File: config.mk
export PLATFORM = sky130hd
export DESIGN_NAME = fm_dds_voice_with_envelopes_unit
export DESIGN_NICKNAME = d
export VERILOG_FILES = /design/src/hw/rtl/fmdv_pkg.sv /design/src/hw/rtl/fmdv_serial_mul.sv /design/src/hw/rtl/fm_dds_voice_with_envelopes_unit.sv
export SDC_FILE = /design/constraint.sdc
export NUM_CORES = 1
export LEC_CHECK = 0
export BUFFER_PORTS_ARGS = -buffer_cell sky130_fd_sc_hd__buf_2
export CORE_MARGIN = 5
export CORE_UTILIZATION = 35
export CTS_BUF_LIST = sky130_fd_sc_hd__clkbuf_16
export CTS_CLUSTER_DIAMETER = 120
export DETAILED_ROUTE_END_ITERATION = 10
export REMOVE_ABC_BUFFERS = 1
export SYNTH_ARGS = -nofsm -noshare
export SYNTH_HDL_FRONTEND = slang
export SYNTH_SLANG_ARGS = --single-unit
File: constraint.sdc
create_clock -name clk_i -period 5.85 [get_ports clk_i]
set_input_delay 1.4625 -clock clk_i [delete_from_list [all_inputs] [get_ports clk_i]]
set_output_delay 1.4625 -clock clk_i [all_outputs]
set_load 0.02 [all_outputs]
File: src/hw/rtl/fmdv_pkg.sv
package fmdv_pkg;

  // Configuration register indexes
  localparam logic [2:0] CFG_CARRIER_INC  = 3'd0;
  localparam logic [2:0] CFG_MOD_INC      = 3'd1;
  localparam logic [2:0] CFG_ATTACK_SHIFT = 3'd2;
  localparam logic [2:0] CFG_RELEASE_SHIFT = 3'd3;
  localparam logic [2:0] CFG_MOD_REL_SHIFT = 3'd4;
  localparam logic [2:0] CFG_DEPTH_SHIFT  = 3'd5;

  // Register reset values
  localparam logic [15:0] CARRIER_INC_RST   = 16'd1044;
  localparam logic [15:0] MOD_INC_RST       = 16'd260;
  localparam logic [3:0]  ATTACK_SHIFT_RST  = 4'd0;
  localparam logic [3:0]  RELEASE_SHIFT_RST = 4'd4;
  localparam logic [3:0]  MOD_REL_SHIFT_RST = 4'd6;
  localparam logic [3:0]  DEPTH_SHIFT_RST   = 4'd7;

  localparam logic [15:0] ENV_FULL = 16'hFFFF;

  // Sequencer states
  typedef enum logic [1:0] {
    ST_IDLE,
    ST_PREP,
    ST_MUL1,
    ST_MUL2
  } fmdv_state_e;

  // First quadrant of the sine, 127 * sin, truncated
  localparam logic [6:0] QUARTER_SINE [65] = '{
    7'd0,   7'd3,   7'd6,   7'd9,   7'd12,  7'd15,  7'd18,  7'd21,
    7'd24,  7'd27,  7'd30,  7'd33,  7'd36,  7'd39,  7'd42,  7'd45,
    7'd48,  7'd51,  7'd54,  7'd57,  7'd59,  7'd62,  7'd65,  7'd67,
    7'd70,  7'd73,  7'd75,  7'd78,  7'd80,  7'd82,  7'd85,  7'd87,
    7'd89,  7'd91,  7'd94,  7'd96,  7'd98,  7'd100, 7'd102, 7'd103,
    7'd105, 7'd107, 7'd108, 7'd110, 7'd112, 7'd113, 7'd114, 7'd116,
    7'd117, 7'd118, 7'd119, 7'd120, 7'd121, 7'd122, 7'd123, 7'd123,
    7'd124, 7'd125, 7'd125, 7'd126, 7'd126, 7'd126, 7'd126, 7'd126,
    7'd127
  };

  // Full-cycle sine from the quarter table, signed -127..127
  function automatic logic signed [7:0] sine_at(input logic [7:0] idx);
    logic [6:0] h;
    logic [6:0] hm;
    logic [6:0] sel;
    logic [7:0] mag;
    h   = idx[6:0];
    hm  = 7'(8'd128 - {1'b0, h});
    sel = (h <= 7'd64) ? h : hm;
    mag = {1'b0, QUARTER_SINE[sel]};
    return idx[7] ? $signed(8'd0 - mag) : $signed(mag);
  endfunction

endpackage

File: src/hw/rtl/fmdv_serial_mul.sv
module fmdv_serial_mul (
  input  logic               clk_i,
  input  logic               rst_ni,
  input  logic               start_i,
  input  logic signed [8:0]  a_i,
  input  logic [7:0]         b_i,
  output logic               busy_o,
  output logic signed [16:0] p_o
);

  localparam int unsigned Steps = 8;

  logic [3:0]         cnt_q, cnt_d;
  logic signed [16:0] acc_q, acc_d;
  logic signed [16:0] a_sh_q, a_sh_d;
  logic [7:0]         b_q, b_d;

  // Take one multiplier bit per cycle, LSB first
  always_comb begin
    cnt_d  = cnt_q;
    acc_d  = acc_q;
    a_sh_d = a_sh_q;
    b_d    = b_q;
    if (start_i) begin
      cnt_d  = 4'(Steps);
      acc_d  = '0;
      a_sh_d = 17'(a_i);
      b_d    = b_i;
    end else if (cnt_q != 4'd0) begin
      cnt_d  = cnt_q - 4'd1;
      acc_d  = b_q[0] ? (acc_q + a_sh_q) : acc_q;
      a_sh_d = a_sh_q <<< 1;
      b_d    = {1'b0, b_q[7:1]};
    end
  end

  always_ff @(posedge clk_i or negedge rst_ni) begin
    if (!rst_ni) begin
      cnt_q <= '0;
    end else begin
      cnt_q <= cnt_d;
    end
  end

  always_ff @(posedge clk_i) begin
    acc_q  <= acc_d;
    a_sh_q <= a_sh_d;
    b_q    <= b_d;
  end

  assign busy_o = (cnt_q != 4'd0);
  assign p_o    = acc_q;

endmodule

File: src/hw/rtl/fm_dds_voice_with_envelopes_unit.sv
// A request is taken only in the idle state; the next one waits until the sample is loaded.
// Each request runs two rounds of an 8-step bit-serial multiply (envelope product
// with the modulator in parallel, then the output scale). A finished sample waits in
// an output register, and the final round stalls while that register is still full.
// Reset: phases, envelopes and prescaler take their note-start values, the
// registers their defaults; no clearing pass, ready as soon as reset is released.
module fm_dds_voice_with_envelopes_unit import fmdv_pkg::*; #(
  parameter int unsigned DECAY_DIVIDER_BITS = 8
) (
  input  logic        clk_i,
  input  logic        rst_ni,
  input  logic        cfg_we_i,
  input  logic [2:0]  cfg_idx_i,
  input  logic [15:0] cfg_data_i,
  input  logic        in_valid_i,
  output logic        in_ready_o,
  input  logic        restart_i,
  output logic        out_valid_o,
  input  logic        out_ready_i,
  output logic [7:0]  sample_o
);

  // Configuration registers
  logic [15:0] carrier_inc_q, mod_inc_q;
  logic [3:0]  attack_shift_q, release_shift_q, mod_rel_shift_q, depth_shift_q;

  // Voice state
  logic [15:0] carrier_phase_q, carrier_phase_d;
  logic [15:0] mod_phase_q, mod_phase_d;
  logic [15:0] rise_env_q, rise_env_d;
  logic [15:0] fall_env_q, fall_env_d;
  logic [15:0] mod_env_q, mod_env_d;
  logic [DECAY_DIVIDER_BITS-1:0] prescaler_q, prescaler_d;

  fmdv_state_e state_q, state_d;

  logic        out_valid_q;
  logic [7:0]  sample_q;

  logic        accept;
  logic        load_sample;
  logic        start_a, start_b;
  logic        busy_a, busy_b;
  logic signed [8:0]  a_op;
  logic [7:0]         b_op;
  logic signed [16:0] prod_a, prod_b;
  logic signed [16:0] mod_full;
  logic [7:0]         car_idx;
  logic signed [7:0]  car_sine;
  logic signed [7:0]  mod_sine;
  logic [7:0]         amp;

  // Write configuration registers, ignore unknown indexes
  always_ff @(posedge clk_i or negedge rst_ni) begin
    if (!rst_ni) begin
      carrier_inc_q   <= CARRIER_INC_RST;
      mod_inc_q       <= MOD_INC_RST;
      attack_shift_q  <= ATTACK_SHIFT_RST;
      release_shift_q <= RELEASE_SHIFT_RST;
      mod_rel_shift_q <= MOD_REL_SHIFT_RST;
      depth_shift_q   <= DEPTH_SHIFT_RST;
    end else if (cfg_we_i) begin
      case (cfg_idx_i)
        CFG_CARRIER_INC:   carrier_inc_q   <= cfg_data_i;
        CFG_MOD_INC:       mod_inc_q       <= cfg_data_i;
        CFG_ATTACK_SHIFT:  attack_shift_q  <= cfg_data_i[3:0];
        CFG_RELEASE_SHIFT: release_shift_q <= cfg_data_i[3:0];
        CFG_MOD_REL_SHIFT: mod_rel_shift_q <= cfg_data_i[3:0];
        CFG_DEPTH_SHIFT:   depth_shift_q   <= cfg_data_i[3:0];
        default: ;
      endcase
    end
  end

  assign accept = in_valid_i && in_ready_o;

  // Advance phases and envelopes for one tick, after an optional note restart
  always_comb begin
    logic [15:0] cp, mp, re, fe, me;
    logic [DECAY_DIVIDER_BITS-1:0] ps;
    cp = restart_i ? 16'd0 : carrier_phase_q;
    mp = restart_i ? 16'd0 : mod_phase_q;
    re = restart_i ? ENV_FULL : rise_env_q;
    fe = restart_i ? ENV_FULL : fall_env_q;
    me = restart_i ? ENV_FULL : mod_env_q;
    ps = restart_i ? '0 : prescaler_q;
    carrier_phase_d = cp + carrier_inc_q;
    mod_phase_d     = mp + mod_inc_q;
    rise_env_d      = re;
    fall_env_d      = fe;
    mod_env_d       = me;
    if (ps == '0) begin
      rise_env_d = re - (re >> attack_shift_q);
      fall_env_d = fe - (fe >> release_shift_q);
      mod_env_d  = me - (me >> mod_rel_shift_q);
    end
    prescaler_d = ps + DECAY_DIVIDER_BITS'(1);
  end

  always_ff @(posedge clk_i or negedge rst_ni) begin
    if (!rst_ni) begin
      carrier_phase_q <= '0;
      mod_phase_q     <= '0;
      rise_env_q      <= ENV_FULL;
      fall_env_q      <= ENV_FULL;
      mod_env_q       <= ENV_FULL;
      prescaler_q     <= '0;
    end else if (accept) begin
      carrier_phase_q <= carrier_phase_d;
      mod_phase_q     <= mod_phase_d;
      rise_env_q      <= rise_env_d;
      fall_env_q      <= fall_env_d;
      mod_env_q       <= mod_env_d;
      prescaler_q     <= prescaler_d;
    end
  end

  // Carrier index from the modulator product, then the carrier sine
  assign amp      = prod_a[15:8];
  assign mod_full = prod_b >>> depth_shift_q;
  assign car_idx  = carrier_phase_q[15:8] + mod_full[7:0];
  assign car_sine = sine_at(car_idx);
  assign mod_sine = sine_at(mod_phase_q[15:8]);

  // Unit A: envelope product first, output scale second
  assign a_op = (state_q == ST_PREP) ? $signed({1'b0, ~rise_env_q[15:8]})
                                     : 9'(car_sine);
  assign b_op = (state_q == ST_PREP) ? fall_env_q[15:8] : amp;

  fmdv_serial_mul u_mul_a (
    .clk_i   (clk_i),
    .rst_ni  (rst_ni),
    .start_i (start_a),
    .a_i     (a_op),
    .b_i     (b_op),
    .busy_o  (busy_a),
    .p_o     (prod_a)
  );

  // Unit B: modulator sine times modulation envelope
  fmdv_serial_mul u_mul_b (
    .clk_i   (clk_i),
    .rst_ni  (rst_ni),
    .start_i (start_b),
    .a_i     (9'(mod_sine)),
    .b_i     (mod_env_q[15:8]),
    .busy_o  (busy_b),
    .p_o     (prod_b)
  );

  // Next state
  always_comb begin
    state_d = state_q;
    case (state_q)
      ST_IDLE: if (in_valid_i) state_d = ST_PREP;
      ST_PREP: state_d = ST_MUL1;
      ST_MUL1: if (!busy_a) state_d = ST_MUL2;
      ST_MUL2: if (!busy_a && (!out_valid_q || out_ready_i)) state_d = ST_IDLE;
      default: state_d = ST_IDLE;
    endcase
  end

  // Sequencer outputs
  always_comb begin
    in_ready_o  = 1'b0;
    start_a     = 1'b0;
    start_b     = 1'b0;
    load_sample = 1'b0;
    case (state_q)
      ST_IDLE: in_ready_o = 1'b1;
      ST_PREP: begin
        start_a = 1'b1;
        start_b = 1'b1;
      end
      ST_MUL1: start_a = !busy_a;
      ST_MUL2: load_sample = !busy_a && (!out_valid_q || out_ready_i);
      default: ;
    endcase
  end

  always_ff @(posedge clk_i or negedge rst_ni) begin
    if (!rst_ni) begin
      state_q <= ST_IDLE;
    end else begin
      state_q <= state_d;
    end
  end

  // Hold the sample until the output side takes it
  always_ff @(posedge clk_i or negedge rst_ni) begin
    if (!rst_ni) begin
      out_valid_q <= 1'b0;
    end else if (load_sample) begin
      out_valid_q <= 1'b1;
    end else if (out_ready_i) begin
      out_valid_q <= 1'b0;
    end
  end

  // Recenter at 128: flip the sign bit of the scaled product
  always_ff @(posedge clk_i) begin
    if (load_sample) begin
      sample_q <= {~prod_a[15], prod_a[14:8]};
    end
  end

  assign out_valid_o = out_valid_q;
  assign sample_o    = sample_q;

`ifndef SYNTHESIS
  a_rise_from_mul2: assert property (@(posedge clk_i) disable iff (!rst_ni)
    $rose(out_valid_q) |-> $past(state_q == ST_MUL2))
    else $error("sample became valid outside the final multiply");

  a_units_lockstep: assert property (@(posedge clk_i) disable iff (!rst_ni)
    (state_q == ST_MUL1) |-> (busy_a == busy_b))
    else $error("multiply units out of step");

  a_accept_starts: assert property (@(posedge clk_i) disable iff (!rst_ni)
    accept |=> (state_q == ST_PREP))
    else $error("accepted request did not start a sample");

  a_amp_positive: assert property (@(posedge clk_i) disable iff (!rst_ni)
    (state_q == ST_MUL1 && !busy_a) |-> !prod_a[16])
    else $error("envelope product negative");
`endif

endmodule

---- Word level (Yosys, flattened, before mapping) ----
Memories as Yosys holds them, arrays and structs flattened.
Index checks and enable logic that the tools add are counted.
word-level totals
  flip-flop bits (word level) ............. 239
  memory bits (read-only) ................. 1792
  memory bits (writable) .................. 0
  output and inout bits ................... 10
  input port bits ......................... 25
  latch bits .............................. 0
  memories ................................ 2
  word-level logic and storage cells ...... 126
memory list
  name             words  bits a word  rd ports  clocked after memory_dff  write ports  line            source
  (no name shown)  128    7            1         0                         0            fmdv_pkg.sv:51  mag = {1'b0, QUARTER_SINE[sel]};
  (no name shown)  128    7            1         0                         0            fmdv_pkg.sv:51
operators by class
  bitwise logic cells ..................... 4
  shift-type cells ........................ 4
  mux-type cells .......................... 41
  add/sub/neg operators ................... 15
  reductions and logical operators ........ 22
  multiply operators ...................... 0
  divide/modulo/power cells ............... 0
  order comparisons ....................... 4
  equal/unequal tests ..................... 11
operators by type and width
  cell                                                      count
  two-way mux 16 bit                                        8
  two-way mux 17 bit                                        4
  two-way mux 8 bit                                         8
  right shift 16 x 4 -> 16 bit                              3
  subtractor 16 bit                                         3
  two-way mux 7 bit                                         6
  adder 17 bit                                              2
  adder 16 bit                                              2
  >>> shifter 17 x 4 -> 8 bit                               1
  greater-or-equal comparator 8 bit, second input constant  2
  two-way mux 4 bit                                         4
  NOT 7 -> 8 bit                                            2
  AND reduction 2 bit                                       8
  subtractor 1 x 7 -> 8 bit, first input constant           2
  less-or-equal comparator 7 bit, second input constant     2
  subtractor 1 x 7 -> 7 bit, first input constant           2
  two-way mux 9 bit                                         1
  adder 8 x 1 -> 8 bit, second input constant               1
  adder 8 bit                                               1
  zero test 8 bit                                           1
  NOT 8 bit                                                 1
  one-hot mux 2 bit (4 select lines)                        1
  nonzero test 4 bit                                        2
  subtractor 4 x 1 -> 4 bit, second input constant          2
  17 further kinds                                          32

---- Logic depth before layout (Yosys ltp) ----
  depth after elaboration ................. 12
  depth in mapped cells ................... 26
  mapped depth without buffers ............ 24

---- Modules after synthesis ----
From an unflattened synthesis, not the netlist that was laid out.
second synthesis, totals
  cells, all modules ...................... 2296
  area total of the unflattened synthesis .. 19815.3 sq um
modules (own cells, without submodules)
  module                            seq. area each (sq um)  cells each  times used  area an instance (sq um)
  fm_dds_voice_with_envelopes_unit  3792.4                  1763        1           14538.9
  fmdv_serial_mul (u_mul_b)         1191.1                  271         1           2677.6
  fmdv_serial_mul (u_mul_a)         1191.1                  262         1           2598.7

---- Worst setup path before layout ----
OpenSTA, ideal clock, no wires.
  kind .................................... register to register
  start point ............................. register depth_shift_q[1]
  end point ............................... register u_mul_a.a_sh_q[4] (data pin)
  clock period less this slack ............ 6.438 ns
  buffers on the path ..................... 3
  setup time .............................. 0.261 ns
  arrival ................................. 6.178 ns
  data required time ...................... 5.589 ns
  stages on the path, launching flop included .. 26
  path slack .............................. -0.588 ns
  cells stage by stage .................... dfstp_2 buf_1 buf_1 mux2i_1 mux4_2 o21ai_0 ha_1 inv_1 fa_1 ha_1 clkbuf_1 nand2_1 a21oi_1 a32oi_1 mux2i_1 ha_1 inv_1 o21ai_0 mux2i_1 a211o_1 or3_1 ha_1 and3_1 or2_2 xnor2_1 a221o_1
on the way
  cells in the longest elaborated chain, start to end .. 12
  elaborated cells on any way between the ends .. 13
  classes of those cells .................. add/sub (3); order compare (1); shift (1); mux (6); bitwise (1); memory (1)
ends and longest elaborated chain
  item                                                                                line                                     source
  start, declared                                                                     fm_dds_voice_with_envelopes_unit.sv:25   logic [3:0] attack_shift_q, release_shift_q, mod_rel_shift_q, depth_shift_q;
  start signal, assigned                                                              fm_dds_voice_with_envelopes_unit.sv:69   CFG_DEPTH_SHIFT: depth_shift_q <= cfg_data_i[3:0];
  >>> shifter 17 x 4 -> 8 bit (*)                                                     fm_dds_voice_with_envelopes_unit.sv:120  assign mod_full = prod_b >>> depth_shift_q;
  adder 8 bit (*)                                                                     fm_dds_voice_with_envelopes_unit.sv:121  assign car_idx = carrier_phase_q[15:8] + mod_full[7:0];
  subtractor 1 x 7 -> 7 bit / less-or-equal comparator 7 bit (equally long branches)  fmdv_pkg.sv:49, fmdv_pkg.sv:50
  two-way mux 7 bit                                                                   fmdv_pkg.sv:50                           sel = (h <= 7'd64) ? h : hm;
  NOT 7 -> 8 bit (not written as such)                                                fmdv_pkg.sv:51
  memory (128 x 7 bit)                                                                n/a
  two-way mux 7 bit (not written as such) (2 in a row)                                fmdv_pkg.sv:51
  subtractor 1 x 7 -> 8 bit                                                           fmdv_pkg.sv:52                           return idx[7] ? $signed(8'd0 - mag) : $signed(mag);
  two-way mux 8 bit (*)                                                               fmdv_pkg.sv:52
  two-way mux 9 bit (*)                                                               fm_dds_voice_with_envelopes_unit.sv:126  assign a_op = (state_q == ST_PREP) ? $signed({1'b0, ~rise_env_q[15:8]})
  two-way mux 17 bit (*)                                                              fmdv_serial_mul.sv:24                    if (start_i) begin
  net u_mul_a.a_sh_d[4]                                                               fmdv_serial_mul.sv:15                    logic signed [16:0] a_sh_q, a_sh_d;
  end signal, assigned                                                                fmdv_serial_mul.sv:47                    a_sh_q <= a_sh_d;
  end, declared                                                                       fmdv_serial_mul.sv:15
Mark *: on every way through the listed nets, which the timed path passes. The rest lies on a longest branch. The select of a mux whose other input is x is not followed.
A chain may end at the register's enable or synchronous reset.

---- Final worst setup path ----
Ends and elaborated chain as after synthesis.

==> metrics <==
run status complete, no violations; initial antenna violation count 0; vias in the first global route ~15000; Clock Path Buffers 3; I/O Buffers 34; Filler cells 5374; starting density of the core 35.14%; Final Util 39.50%; via count 15620; smallest hold slack 0.4666 ns; Slew Viols, Final 0; Post-CTS Hold Fix Bufs 0; first-pass GRT wire length 75.96 mm; post-route clock period utilization between 90% and 100%; drt via density roughly 5.3; area of the die 58560 um^2; Worst EP required slightly above 6 ns; I/O pins 35; HP Class flip-flop to flip-flop; met3 WL post-DR roughly 1.3 mm; synth unique cells just over 80; Reg2Reg Depth 21; wire length per cell between 15 and 20 um; worst rel slew slack ~25%; Mapped Cells 2201; total grt overflow 0; Post-Syn Area approximately 19000 um^2; Max Cap Viol 0; CTS Buf Count 30; H-tree Lvls 1; Routed WL about 45 mm; Main synth FF type dfrtp_1; hold depth 2; drt initial violations 765; GPL Wtd Cong 0.8797; number of synthesized flops with an enable pin 57; Fin Setup TNS 0 ns; DRC Markers 0; Top Layer Used met4; Final Hold Viols 0; First-pass DRT Iterations 5; Arr. time, crit path 6.06 ns; CTS root buffer clkbuf_16; Setup Viol. Count Final 0; # diodes 0; Slew @ Worst Pin 1.116 ns; Yosys reg bits 237; Die Span X 242.0 um; Overall Global Routing Usage 14.83%; Ys Warns 0; share of layout cells above drive strength 1 17.95%; Met2 Routed Length between 20 and 25 mm; DP HPWL 32.84 mm; Worst-Skew Late Latency a little under 0.6 ns; asr flop ratio synth between 60 and 70%; routed length on met1 21.79 mm; chip height 242.0 um; Tmin final ~5.7 ns; # clock sinks 237; DRT antenna net count 0; final net count roughly 2400; Worst Skew 0.02227 ns; RSZ-0062 raised after global routing true; Crit Path Class flip-flop to flip-flop; post-synthesis sequential area ratio about a third; Layout area overhead 12.38%; core area 53600 um^2; CP Max Fanout 6; clock-pin slew on the worst setup and hold paths 0.06 ns; Syn Area/Cell 8.559 um^2; Std-Cell Rows 85; CP Capture Type flip-flop; CP Launch Type flip-flop; CTS tree done; Max Fclk 174.2 MHz; largest net degree at the start of global routing 80
## registers in the layout, indices dropped and copies added, names as in the netlist
signal and cells:
carrier_inc_q 16, u_mul_a.a_sh_q 16, mod_env_q 16, sample_o 8
out_valid_o 1, release_shift_q 4, u_mul_b.p_o 17, u_mul_a.p_o 16
u_mul_a.cnt_q 4, state_q 2, mod_phase_q 16, u_mul_b.cnt_q 4
mod_rel_shift_q 4, attack_shift_q 4, mod_inc_q 16, rise_env_q 16
fall_env_q 16, u_mul_a.b_q 8, depth_shift_q 4, prescaler_q 8
carrier_phase_q 16, u_mul_b.a_sh_q 17, u_mul_b.b_q 8
## synth_stat cells (49+ instances only)
cell type | instances | area [um^2]
ha_1 | 137 | 1714
clkbuf_1 | 93 | 349.1
nor2_1 | 197 | 739.5
edfxtp_1 | 57 | 1712
o21ai_0 | 160 | 800.8
inv_1 | 120 | 450.4
nor2b_1 | 49 | 306.5
dfrtp_1 | 88 | 2202
mux2_2 | 112 | 1261
xnor2_1 | 76 | 665.6
dfstp_2 | 59 | 1550
nor3_1 | 54 | 270.3
mux2i_1 | 68 | 680.7
nand2_1 | 237 | 889.6
a21oi_1 | 163 | 815.8
## per-layer routing
layer	track usage [%]	vias up
met2	25.36	213
met4	3.290	0
met3	1.589	66
met1	20.37	7442
li1	-	7901
met5	0	-
## final cells by class
| type | instances | area, um^2 | share of cell area, % |
|---|---|---|---|
| Multi-Input combinational cell | 1733 | 11950 | 56.46 |
| Sequential cell | 237 | 6125 | 28.93 |
| Clock buffer | 34 | 850.8 | 4.019 |
| Timing Repair Buffer | 99 | 690.7 | 3.262 |
| Tap cell | 696 | 870.8 | 4.113 |
| Inverter | 120 | 450.4 | 2.128 |
| Clock inverter | 22 | 230.2 | 1.087 |
## kinds of logic after synthesis
kind of cell | share of synthesized area [%]
and+or+nand+nor | 18.07
AOI/OAI and AO/OA | 19.11
DFF | 32.51
buffers and inverters | 4.669
muxes | 10.91
adders and majority gates | 9.949
xor gates and xnor gates | 4.789
## per-stage QoR
step / setup slack, ns / area (um^2) / std cells
global route: -0.09082 / 21170 / 2941
global placement: 0.1132 / 19950 / 2882
finish: 0.1094 / 21170 / 2941
detailed placement: 0.01509 / 19950 / 2882
floorplan: -0.2858 / 18410 / 2090
CTS: 0.03519 / 21050 / 2939
## repair_timing
action                     CTS  global route
gates resized for setup      4            28
setup endpoints to repair    1            13
buffers inserted             1             2
pin swaps                    1             7
## worst max-delay path, stage by stage (launching register included)
cell	delay, ns
dfstp_2	0.61
mux2_2	0.37
mux4_2	0.48
nand2_1	0.08
o21ai_0	0.08
ha_2	0.19
buf_4	0.13
a211o_1	0.33
a2111o_1	0.45
o211ai_1	0.13
a32oi_2	0.16
mux2i_1	0.15
buf_4	0.16
ha_1	0.42
a221oi_1	0.13
o31ai_1	0.31
a31oi_1	0.17
ha_1	0.25
and3_1	0.15
or2_2	0.28
xnor2_1	0.12
a221o_1	0.31
## final timing paths
kind / start / end / slack (ns)
max: depth_shift_q[1]$_DFFE_PN1P_ / u_mul_a.a_sh_q[4]$_DFFE_PP_ / 0.11
min reg2reg: mod_phase_q[0]$_DFFE_PN0P_ / mod_phase_q[0]$_DFFE_PN0P_ / 0.47
min: mod_phase_q[0]$_DFFE_PN0P_ / mod_phase_q[0]$_DFFE_PN0P_ / 0.47
min in group asynchronous: rst_ni / out_valid_o$_DFFE_PN0P_ / 0.88
max reg2reg: depth_shift_q[1]$_DFFE_PN1P_ / u_mul_a.a_sh_q[4]$_DFFE_PP_ / 0.11
max in group asynchronous: rst_ni / carrier_inc_q[4]$_DFFE_PN1P_ / 4.05
## cell usage in the layout (no fill, tap or decap), drive strengths merged, types with 42 or more instances in the layout
cell type and instances:
nor3 54, edfxtp 57, a21oi 163, mux2 112, or2 42, o21ai 173
nor2b 49, ha 137, dfstp 59, nand2 237, dfrtp 88, inv 124
mux2i 68, buf 99, nor2 197, xnor2 76
Power is left out: the tool's default activity adds up to more than one toggle a clock period on the data nets, which glitch-free logic cannot reach.
